===== src/aosrts_pkg.sv =====
// ----------------------------------------------------------------------------
// aosrts_pkg
// Shared types, constants and helpers for the row tridiagonal solver.
// ----------------------------------------------------------------------------
package aosrts_pkg;

   localparam int ROW_LEN_DEF = 64;
   localparam int PIX_W       = 16;
   localparam int QW          = 32;

   localparam logic [PIX_W-1:0]      TS_RESET = 16'd256;
   localparam logic signed [QW-1:0]  Q_ONE    = 32'sd65536;
   localparam logic signed [QW-1:0]  Q_MAX    = 32'sh7fffffff;
   localparam logic signed [QW-1:0]  Q_MIN    = 32'sh80000000;
   localparam logic [2*QW-1:0]       MAG_LIM  = 64'h0000_0000_8000_0000;

   typedef enum logic [4:0] {
      ST_IDLE,
      ST_START,
      ST_I0,
      ST_I1,
      ST_I2,
      ST_I3,
      ST_F0,
      ST_F1,
      ST_FDIV,
      ST_F3,
      ST_F4,
      ST_F5,
      ST_BI,
      ST_BIW,
      ST_B0,
      ST_B1,
      ST_B2,
      ST_B3,
      ST_B4,
      ST_B5,
      ST_OINIT,
      ST_ORD,
      ST_OLD,
      ST_OWAIT
   } state_type;

   typedef enum logic [1:0] {
      RD_ZERO,
      RD_ONE,
      RD_FWD,
      RD_IDX
   } rd_sel_type;

   typedef enum logic [1:0] {
      MUL_LO_OFF,
      MUL_LO_F,
      MUL_OFF_X
   } mul_sel_type;

   typedef enum logic [1:0] {
      DIV_OFF_M,
      DIV_F_M,
      DIV_NUM_M
   } div_src_type;

   typedef struct packed {
      logic        store;
      rd_sel_type  rd_sel;
      logic        ld_head;
      logic        ld_g1;
      logic        init_row;
      logic        ld_off;
      logic        ld_next;
      logic        div_start;
      div_src_type div_src;
      logic        ld_diag;
      logic        ld_lo;
      mul_sel_type mul_sel;
      logic        ld_piv;
      logic        ld_fwd;
      logic        ld_back;
      logic        ld_x;
      logic        shift_back;
      logic        out_init;
      logic        ld_rsp;
      logic        out_next;
      logic        row_done;
   } cmd_type;

   typedef struct packed {
      logic single_row;
      logic fwd_last;
      logic idx_zero;
      logic out_last;
      logic div_done;
   } stat_type;

   // signed Q16.16 from a magnitude and a sign, saturated
   function automatic logic signed [QW-1:0] sat_mag(input logic neg,
                                                    input logic [2*QW-1:0] r);
      logic signed [QW-1:0] v;
      if (neg) begin
         v = (r > MAG_LIM) ? Q_MIN : -$signed(r[QW-1:0]);
      end else begin
         v = (r >= MAG_LIM) ? Q_MAX : $signed(r[QW-1:0]);
      end
      return v;
   endfunction

endpackage


===== src/aosrts_ctrl.sv =====
// ----------------------------------------------------------------------------
// aosrts_ctrl
// Sequencer: row collection, forward elimination, back substitution, output.
// ----------------------------------------------------------------------------
module aosrts_ctrl (
   input  logic                  clock,
   input  logic                  reset,
   input  logic                  req_valid,
   input  logic                  req_row_end,
   output logic                  req_ready,
   output logic                  rsp_valid,
   input  logic                  rsp_ready,
   input  aosrts_pkg::stat_type  stat,
   output aosrts_pkg::cmd_type   cmd
);
   import aosrts_pkg::*;

   state_type state_ff;
   state_type state_in;

   always_ff @(posedge clock) begin
      if (reset) begin
         state_ff <= ST_IDLE;
      end else begin
         state_ff <= state_in;
      end
   end

   always_comb begin
      state_in = state_ff;
      unique case (state_ff)
         ST_IDLE:  if (req_valid && req_row_end) state_in = ST_START;
         ST_START: state_in = stat.single_row ? ST_OINIT : ST_I0;
         ST_I0:    state_in = ST_I1;
         ST_I1:    state_in = ST_I2;
         ST_I2:    state_in = ST_I3;
         ST_I3:    state_in = ST_F0;
         ST_F0:    state_in = ST_F1;
         ST_F1:    state_in = ST_FDIV;
         ST_FDIV:  if (stat.div_done) state_in = ST_F3;
         ST_F3:    state_in = ST_F4;
         ST_F4:    state_in = ST_F5;
         ST_F5:    state_in = stat.fwd_last ? ST_BI : ST_F0;
         ST_BI:    state_in = ST_BIW;
         ST_BIW:   if (stat.div_done) state_in = ST_B0;
         ST_B0:    state_in = ST_B1;
         ST_B1:    state_in = ST_B2;
         ST_B2:    state_in = ST_B3;
         ST_B3:    state_in = ST_B4;
         ST_B4:    state_in = ST_B5;
         ST_B5: begin
            if (stat.div_done) state_in = stat.idx_zero ? ST_OINIT : ST_B0;
         end
         ST_OINIT: state_in = ST_ORD;
         ST_ORD:   state_in = ST_OLD;
         ST_OLD:   state_in = ST_OWAIT;
         ST_OWAIT: begin
            if (rsp_ready) state_in = stat.out_last ? ST_IDLE : ST_ORD;
         end
         default:  state_in = ST_IDLE;
      endcase
   end

   always_comb begin
      cmd       = '0;
      req_ready = 1'b0;
      rsp_valid = 1'b0;
      unique case (state_ff)
         ST_IDLE: begin
            req_ready = 1'b1;
            cmd.store = req_valid;
         end
         ST_I0: cmd.rd_sel = RD_ZERO;
         ST_I1: begin
            cmd.rd_sel  = RD_ONE;
            cmd.ld_head = 1'b1;
         end
         ST_I2: cmd.ld_g1    = 1'b1;
         ST_I3: cmd.init_row = 1'b1;
         ST_F0: begin
            cmd.rd_sel = RD_FWD;
            cmd.ld_off = 1'b1;
         end
         ST_F1: begin
            cmd.ld_next   = 1'b1;
            cmd.div_start = 1'b1;
            cmd.div_src   = DIV_OFF_M;
         end
         ST_FDIV: begin
            cmd.ld_diag = 1'b1;
            cmd.ld_lo   = stat.div_done;
         end
         ST_F3: cmd.mul_sel = MUL_LO_OFF;
         ST_F4: begin
            cmd.ld_piv  = 1'b1;
            cmd.mul_sel = MUL_LO_F;
         end
         ST_F5: cmd.ld_fwd = 1'b1;
         ST_BI: begin
            cmd.div_start = 1'b1;
            cmd.div_src   = DIV_F_M;
         end
         ST_BIW: cmd.ld_x = stat.div_done;
         ST_B0:  cmd.rd_sel  = RD_IDX;
         ST_B1:  cmd.ld_back = 1'b1;
         ST_B2:  cmd.ld_off  = 1'b1;
         ST_B3:  cmd.mul_sel = MUL_OFF_X;
         ST_B4: begin
            cmd.div_start = 1'b1;
            cmd.div_src   = DIV_NUM_M;
         end
         ST_B5: begin
            cmd.ld_x       = stat.div_done;
            cmd.shift_back = stat.div_done;
         end
         ST_OINIT: cmd.out_init = 1'b1;
         ST_ORD:   cmd.rd_sel   = RD_IDX;
         ST_OLD:   cmd.ld_rsp   = 1'b1;
         ST_OWAIT: begin
            rsp_valid    = 1'b1;
            cmd.out_next = rsp_ready && !stat.out_last;
            cmd.row_done = rsp_ready && stat.out_last;
         end
         default: cmd = '0;
      endcase
   end
endmodule


===== config.mk =====
export PLATFORM = sky130hd
export DESIGN_NAME = aosrts_ctrl
export DESIGN_NICKNAME = d
export VERILOG_FILES = /design/src/aosrts_pkg.sv /design/src/aosrts_ctrl.sv
export SDC_FILE = /design/constraint.sdc
export NUM_CORES = 1
export LEC_CHECK = 0
export BUFFER_PORTS_ARGS = -buffer_cell sky130_fd_sc_hd__buf_4
export CAP_MARGIN = 0
export CORE_MARGIN = 4
export CORE_UTILIZATION = 40
export DETAILED_ROUTE_END_ITERATION = 16
export GPL_TIMING_DRIVEN = 0
export PLACE_DENSITY_LB_ADDON = 0.12
export SLEW_MARGIN = 20
export SYNTH_ARGS = -nofsm -noshare
export SYNTH_HDL_FRONTEND = slang
export SYNTH_SLANG_ARGS = --single-unit

===== constraint.sdc =====
create_clock -name clock -period 1.56 [get_ports clock]
set_clock_uncertainty 0.2 [all_clocks]
set_input_delay 0.156 -clock clock [delete_from_list [all_inputs] [get_ports clock]]
set_output_delay 0.156 -clock clock [all_outputs]
set_load 0.02 [all_outputs]

==> results of run 1 <==
==> cells in the mapped netlist (all sizes together) (2+ instances only) <==
| master | instances | share of area (%) |
|---|---|---|
| nor2 | 14 | 7.0 |
| nand2 | 12 | 5.7 |
| nor3 | 11 | 7.6 |
| a21oi | 10 | 6.4 |
| buf | 9 | 7.2 |
| inv | 7 | 3.3 |
| nand2b | 6 | 6.7 |
| o21ai | 6 | 4.3 |
| dfxtp | 5 | 13 |
| nor4 | 5 | 4.0 |
| nand3 | 4 | 2.5 |
| o22ai | 3 | 2.4 |
| or3 | 3 | 2.4 |
| a31oi | 2 | 1.6 |
| and3 | 2 | 1.6 |
| clkbuf | 2 | 0.95 |
| nand4 | 2 | 1.6 |
==> through the flow <==
| step | hold slack (ns) | instances | setup TNS [ns] | setup slack, ns | utilization [%] |
|---|---|---|---|---|---|
| after CTS | 0.0495 | 211 | -5.40 | -0.319 | 96.0 |
| after detailed placement | 0.166 | 181 | -1.41 | -0.212 | 67.9 |
| after global placement | 0.168 | 181 | -1.25 | -0.193 | 67.9 |
| after floorplan | 0.0251 | 121 | -0.150 | -0.0602 | - |
==> logic make-up after synthesis <==
kind of cell,count (synthesis)
flip-flops,5
XOR/XNOR,1
AND/OR/NAND/NOR,65
buffers and inverters,18
AO/OA/AOI/OAI,32
==> timing repair <==
action / 4_1_cts
setup endpoints to repair: 31
gates cloned: 3
pin swaps: 15
gates resized for setup: 69
setup buffers: 22
endpoints found under the hold margin: 4
hold buffers: 1
==> results.tsv, run 1 <==
metric	value	unit
Synth warnings	0	
synthesized instance count	121	
post-synthesis mux area share	0	%
Compound-Gate Fraction of Synth Area	28.8	%
CTS Root Cell	clkbuf_4	
largest family of logic cells by synthesized area	simple AND/OR/NAND/NOR gates	
worst setup endpoint GRT	req_ready	
Cell Rows	15	
dpl hpwl	2.13	mm
initial core utilization	43.7	%
htree depth	1	
Cell Area, Synth	787	µm²
Adder-Cell Fraction of Synth Area	0	%
failing step	global routing	
Most used DFF post-synth	dfxtp_1	
unique cell type count in the Yosys netlist	42	
Post-DP Area	1220	µm²
clock buffer depth	2	
top-level I/O count	36	
CTS buffer count	3	
number of flops mapped to enable cells by yosys	0	
share of the yosys chip area belonging to registers	12.7	%
largest net degree at the start of global routing	11	
IO Port Bufs	35	
Yosys reg bits	5	
status	stopped before the end	
RD Place Congestion	0.905	
post-synthesis xor/xnor area fraction	1.11	%
Post-Synth Simple-Gate Area	45.9	%
clk sinks	5	
Die Height	52.4	µm
Stop Error	[ERROR DPL-0038] Utilization greater than 100%, impossible to legalize	
FFs w/ async S/R, synth	0	%
syn avg cell area	6.50	µm²
Synthesized Nets	131	
Die Width	52.4	µm
type of pin the worst path ends at	top-level output	
==> run 2, diff against run 1 <==
--- a/config.mk
+++ b/config.mk
@@ -7,11 +7,11 @@
 export LEC_CHECK = 0
 export BUFFER_PORTS_ARGS = -buffer_cell sky130_fd_sc_hd__buf_4
 export CAP_MARGIN = 0
-export CORE_MARGIN = 4
-export CORE_UTILIZATION = 40
+export CORE_AREA = 4 4 65 67
 export DETAILED_ROUTE_END_ITERATION = 16
+export DIE_AREA = 0 0 69 71
 export GPL_TIMING_DRIVEN = 0
-export PLACE_DENSITY_LB_ADDON = 0.12
+export PLACE_DENSITY_LB_ADDON = 0.15
 export SLEW_MARGIN = 20
 export SYNTH_ARGS = -nofsm -noshare
 export SYNTH_HDL_FRONTEND = slang
==> constraint.sdc (replaced) <==
create_clock -name clock -period 2 [get_ports clock]
set_clock_uncertainty 0.2 [all_clocks]
set_input_delay 0.2 -clock clock [delete_from_list [all_inputs] [get_ports clock]]
set_output_delay 0.2 -clock clock [all_outputs]
set_load 0.02 [all_outputs]
==> results.tsv, run 2 <==
metric	value	unit	change
worst min-delay path category	input pin to flop		
Synth warnings	0		unchanged
IO Port Bufs	35		unchanged
P_sw	624	µW	
number of flops mapped to enable cells by yosys	0		unchanged
syn avg cell area	6.50	µm²	unchanged
Slew Limit Headroom	75.5	%	
htree depth	1		unchanged
initial core utilization	21.7	%	-22 points
Max Transition Viols Final	0		
Comb power frac	72.5	%	
status	finished, final reports clean		
post-layout minimum cycle time	1.93	ns	
worst path bufs/invs	3		
Worst EP arrival	1.53	ns	
vias in the first global route	993		
WL final	2.81	mm	
DR vias	1004		
dpl hpwl	2.27	mm	+6.7%
CTS Root Cell	clkbuf_8		
Reg clk slew, reported paths	0.03	ns	
crit-path max FO	8		
diodes inserted	0		
RD Place Congestion	0.805		-11%
setup violators final	0		
WP depth	7		
WHS Path Cells	3		
Int Pwr	648	µW	
DP Cell Count	204		+13%
CTS tree	yes		
Most used DFF post-synth	dfxtp_1		
unique cell type count in the Yosys netlist	42		unchanged
PwrDens	1030	nW/µm²	
total power draw	1.27	mW	
clk sinks	5		unchanged
Largest Register	state_ff		
ranking of synthesized cells by area	dfxtp_1 13%, a21oi_1 6.4%, nor3_1 6.4%		
Routed Antenna Nets	0		
worst setup margin	0.0654	ns	
Period Utilization, post-route	96.7	%	
FMAX	517	MHz	
synthesized instance count	121		unchanged
sw frac	49.0	%	
top-count cell post-synth	nor2_1		
largest net degree at the start of global routing	11		
Slew @ Worst Pin	0.365	ns	
CTS buffer count	3		unchanged
final non-filler cell total	209		
# Max-Cap Violations	0		
largest registers	state_ff x5		
RSZ-0062 raised after global routing	yes		
grt total ovfl	0		
sequential cell fraction of total power	13.3	%	
antenna violations before repair	0		
Critical Path RT	1.60	ns	
top-level I/O count	36		unchanged
Area growth syn-to-layout	57.1	%	
all-layer global routing usage	11.1	%	
Worst path slowest cell	dfxtp_1		
endpoint class of the critical path	primary output		
die footprint	4900	µm²	
reg2reg path depth	6		
Commonest cells post-synth	13 x nor2_1, 12 x nand2_1, 10 x a21oi_1, 10 x nor3_1		
clock buffer depth	2		unchanged
Cell Area, Synth	787	µm²	unchanged
first-pass GRT wire length	4.66	mm	
DRC viols	0		
Synth area leader	dfxtp_1		
Die Width	69	µm	+32%
Yosys reg bits	5		unchanged
Cell Rows	22		+7
share of the synthesized area in the top cell type	12.7	%	unchanged
Synthesized Nets	131		unchanged
WHS	0.147	ns	
maximum vdd drop	0.375	mV	
Worst path max stage delay	0.28	ns	
CP cell instances	buf_2 -> inv_1 -> nor2_2 -> nand2_1 -> o21ai_0 -> a31o_2 -> buf_4		
commonest non-fill, non-tap cell in the layout	buf_4		
max reg flops	5		
wire per inst	13.4	µm	
FFs w/ async S/R, synth	0	%	unchanged
worst setup path class	flop to primary output		
P_leak	0.551	nW	
Clock Latency Late Sink	0.22	ns	
Setup Slack @ Placement	0.0747	ns	+0.287 ns
DR vias/cell	4.80		
core area	3630	µm²	
cell family with most CP delay	buffers and inverters		
Detailed Routing Iterations Pass 1	4		
share of cells above drive strength 1	43.5	%	
Final nets	172		
final hold violation count	0		
share of the yosys chip area belonging to registers	12.7	%	unchanged
most frequent cells in the layout	38 x buf_4, 12 x nand2_1, 12 x nor2_1		
Die Height	71	µm	+36%
Critical Path Source Type	flop		
clock power share	14.2	%	
Starting DRT DRC Count	49		
==> run 2: final cells by class <==
type                    count  area, µm²
repair buffers             36        273
multi-input cells          98        633
inverters                   7       26.3
plain buffers              11       96.3
clock buffers               4       45.0
flip-flops and latches      5        103
fillers                   429       2400
well taps                  48       60.1
==> run 2: per-stage QoR <==
stage / instance area, µm² / TNS, ns / utilization, %
global route: 1240 / -0.0196 / 34.0
floorplan: 793 / 0 / -
finish: 1240 / 0 / 34.0
global placement: 1120 / 0 / 30.7
detailed placement: 1120 / 0 / 30.7
CTS: 1200 / 0 / 32.9
==> run 2: what timing repair did <==
| action | 4_1_cts | 5_1_grt |
|---|---|---|
| hold buffers | 0 | 1 |
| gates cloned | 0 | 0 |
| endpoints found under the hold margin | 0 | 1 |
| buffers inserted | 0 | 0 |
| gates resized for setup | 12 | 9 |
| endpoints found under the setup margin | 7 | 6 |
==> run 2: cells by family after synthesis <==
family / share of synthesized area [%]
flops: 12.7
buf+inv: 11.4
simple gates: 45.9
compound gates: 28.8
xor+xnor: 1.11
==> run 2: power groups by stage <==
stage / Clock, mW / Sequential (mW) / Combinational, mW
final: 0.180 / 0.169 / 0.923
after global routing: 0.197 / 0.173 / 1.01
after CTS: 0.186 / 0.166 / 0.898
after detailed placement: 0 / 0.162 / 0.850
after global placement: 0 / 0.162 / 0.855
after floorplan: 0 / 0.154 / 0.605
==> run 2: worst paths after layout <==
path / slack [ns] / end / startpoint
max: 0.07 / cmd[15] / state_ff[2]
min: 0.15 / state_ff[3] / stat[0]
max reg2reg: 0.28 / state_ff[1] / state_ff[2]
min reg2reg: 0.51 / state_ff[3] / state_ff[3]
==> run 2: layer usage <==
layer | vias to the layer above | wire length, µm | global-route usage, %
met4 | 0 | 0 | 0.651
li1 | 516 | - | -
met1 | 462 | 1310 | 14.8
met2 | 26 | 1350 | 18.9
met3 | 0 | 154 | 2.98
met5 | - | 0 | 0
==> run 2: worst min-delay path: cells and delay by family <==
family                 cells  cell delay, ns
AND/OR/NAND/NOR            1            0.13
AO/OA/AOI/OAI              1            0.07
buffers and inverters      1            0.11
No activity file was read; power rests on OpenSTA's default activity.
==> run 3, diff against run 2 <==
--- a/config.mk
+++ b/config.mk
@@ -11,6 +11,7 @@
 export DETAILED_ROUTE_END_ITERATION = 16
 export DIE_AREA = 0 0 69 71
 export GPL_TIMING_DRIVEN = 0
+export HOLD_SLACK_MARGIN = 0.15
 export PLACE_DENSITY_LB_ADDON = 0.15
 export SLEW_MARGIN = 20
 export SYNTH_ARGS = -nofsm -noshare
==> results.tsv, run 3 (synthesized netlist as in run 2, its figures left out) <==
metric	value	unit	change
Slew @ Worst Pin	0.365	ns	-0.000146 ns
Cell Rows	22		unchanged
Largest Register	state_ff		
Slew Limit Headroom	75.5	%	about the same
Period Utilization, post-route	96.8	%	about the same
worst min-delay path category	input pin to flop		
htree depth	1		unchanged
Detailed Routing Iterations Pass 1	4		unchanged
largest net degree at the start of global routing	11		unchanged
CTS tree	yes		
CTS buffer count	3		unchanged
worst setup path class	flop to primary output		
R2R setup slack	0.28	ns	about the same
all-layer global routing usage	11.2	%	+0.12 points
final hold violation count	0		unchanged
RD Place Congestion	0.805		unchanged
first-pass GRT wire length	4.72	mm	+1.2%
wire per inst	13.4	µm	-0.37%
# Max-Cap Violations	0		unchanged
endpoint class of the critical path	primary output		
PwrDens	1020	nW/µm²	-0.67%
DR vias/cell	4.79		-0.38%
Post-CTS Setup Bufs	0		unchanged
Max Transition Viols Final	0		unchanged
Reg clk slew, reported paths	0.03	ns	about the same
Clock Latency Late Sink	0.22	ns	about the same
IO Port Bufs	35		unchanged
clock buffer depth	2		unchanged
Die Width	69	µm	unchanged
crit-path max FO	8		unchanged
die footprint	4900	µm²	unchanged
largest registers	state_ff x5		
post-layout minimum cycle time	1.94	ns	+0.000804 ns
DR vias	1005		+0.10%
Setup Slack @ Placement	0.0747	ns	unchanged
worst setup margin	0.0646	ns	-0.000804 ns
max reg flops	5		unchanged
top-level I/O count	36		unchanged
DRC viols	0		unchanged
Final Cell Area	1250	µm²	+0.81%
clk sinks	5		unchanged
fin util	34.3	%	+0.28 points
vias in the first global route	1005		+1.2%
Post-DP Area	1120	µm²	unchanged
P_leak	0.556	nW	+0.76%
total power draw	1.27	mW	+0.13%
commonest non-fill, non-tap cell in the layout	buf_4		
share of cells above drive strength 1	43.2	%	-0.27 points
Critical Path Source Type	flop		
Area growth syn-to-layout	58.3	%	
Routed Antenna Nets	0		unchanged
Worst EP arrival	1.54	ns	about the same
antenna violations before repair	0		unchanged
status	finished, final reports clean		
RSZ-0062 raised after global routing	yes		
setup violators final	0		unchanged
maximum vdd drop	0.375	mV	unchanged
dpl hpwl	2.27	mm	unchanged
WL final	2.81	mm	+0.11%
FMAX	517	MHz	about the same
Critical Path RT	1.60	ns	about the same
Starting DRT DRC Count	35		-29%
CTS Root Cell	clkbuf_8		
initial core utilization	21.7	%	unchanged
Die Height	71	µm	unchanged
fillers	430		+0.23%
Final nets	173		+0.58%
core area	3630	µm²	unchanged
most frequent cells in the layout	38 x buf_4, 12 x nand2_1, 12 x nor2_1		
grt total ovfl	0		unchanged
diodes inserted	0		unchanged
==> run 3: path summary, 6_finish.rpt <==
path                from     endpoint  depth (start not counted)
max          state_ff[2]      cmd[15]                          7
min              stat[1]  state_ff[0]                          4
max reg2reg  state_ff[2]  state_ff[1]                          6
min reg2reg  state_ff[3]  state_ff[3]                          3
==> run 3: stage by stage <==
stage                     std cells  hold slack [ns]  TNS, ns
final                           210            0.175        0
after global routing            210            0.210  -0.0196
after CTS                       210            0.178        0
after detailed placement        204            0.227        0
after global placement          204            0.226        0
after floorplan                 121           0.0691        0
==> run 3: per-layer routing <==
metal | global-route usage (%) | wire length, µm
met1 | 15.1 | 1310
met3 | 2.98 | 157
met5 | 0 | 0
met4 | 0.651 | 0
met2 | 19.0 | 1340
==> run 3: where the power goes <==
group / total, mW / switching (mW) / internal (mW)
logic: 0.924 / 0.545 / 0.379
clock network: 0.180 / 0.0440 / 0.136
registers: 0.169 / 0.0351 / 0.134
==> run 3: worst max-delay path, cell delays in order, from the launching register on <==
cell     delay [ns]
dfxtp_1        0.28
buf_2          0.16
inv_1          0.23
nor2_2         0.09
nand2_1        0.07
o21ai_0        0.08
a31o_2         0.25
buf_4          0.15
==> run 3: layout make-up <==
| class | instances | area [µm²] | share of cell area (%) |
|---|---|---|---|
| buffer | 11 | 96.3 | 7.73 |
| sequential | 5 | 103 | 8.23 |
| inverter | 7 | 26.3 | 2.11 |
| tap | 48 | 60.1 | 4.82 |
| multi-input combinational | 98 | 633 | 50.8 |
| timing repair buffer | 37 | 283 | 22.7 |
| clock buffer | 4 | 45.0 | 3.61 |
==> run 3: timing repair <==
item | 4_1_cts | 5_1_grt
resized for setup | 12 | 9
setup endpoints to repair | 7 | 6
hold buffers | 2 | 0
hold endpoints to repair | 5 | 0
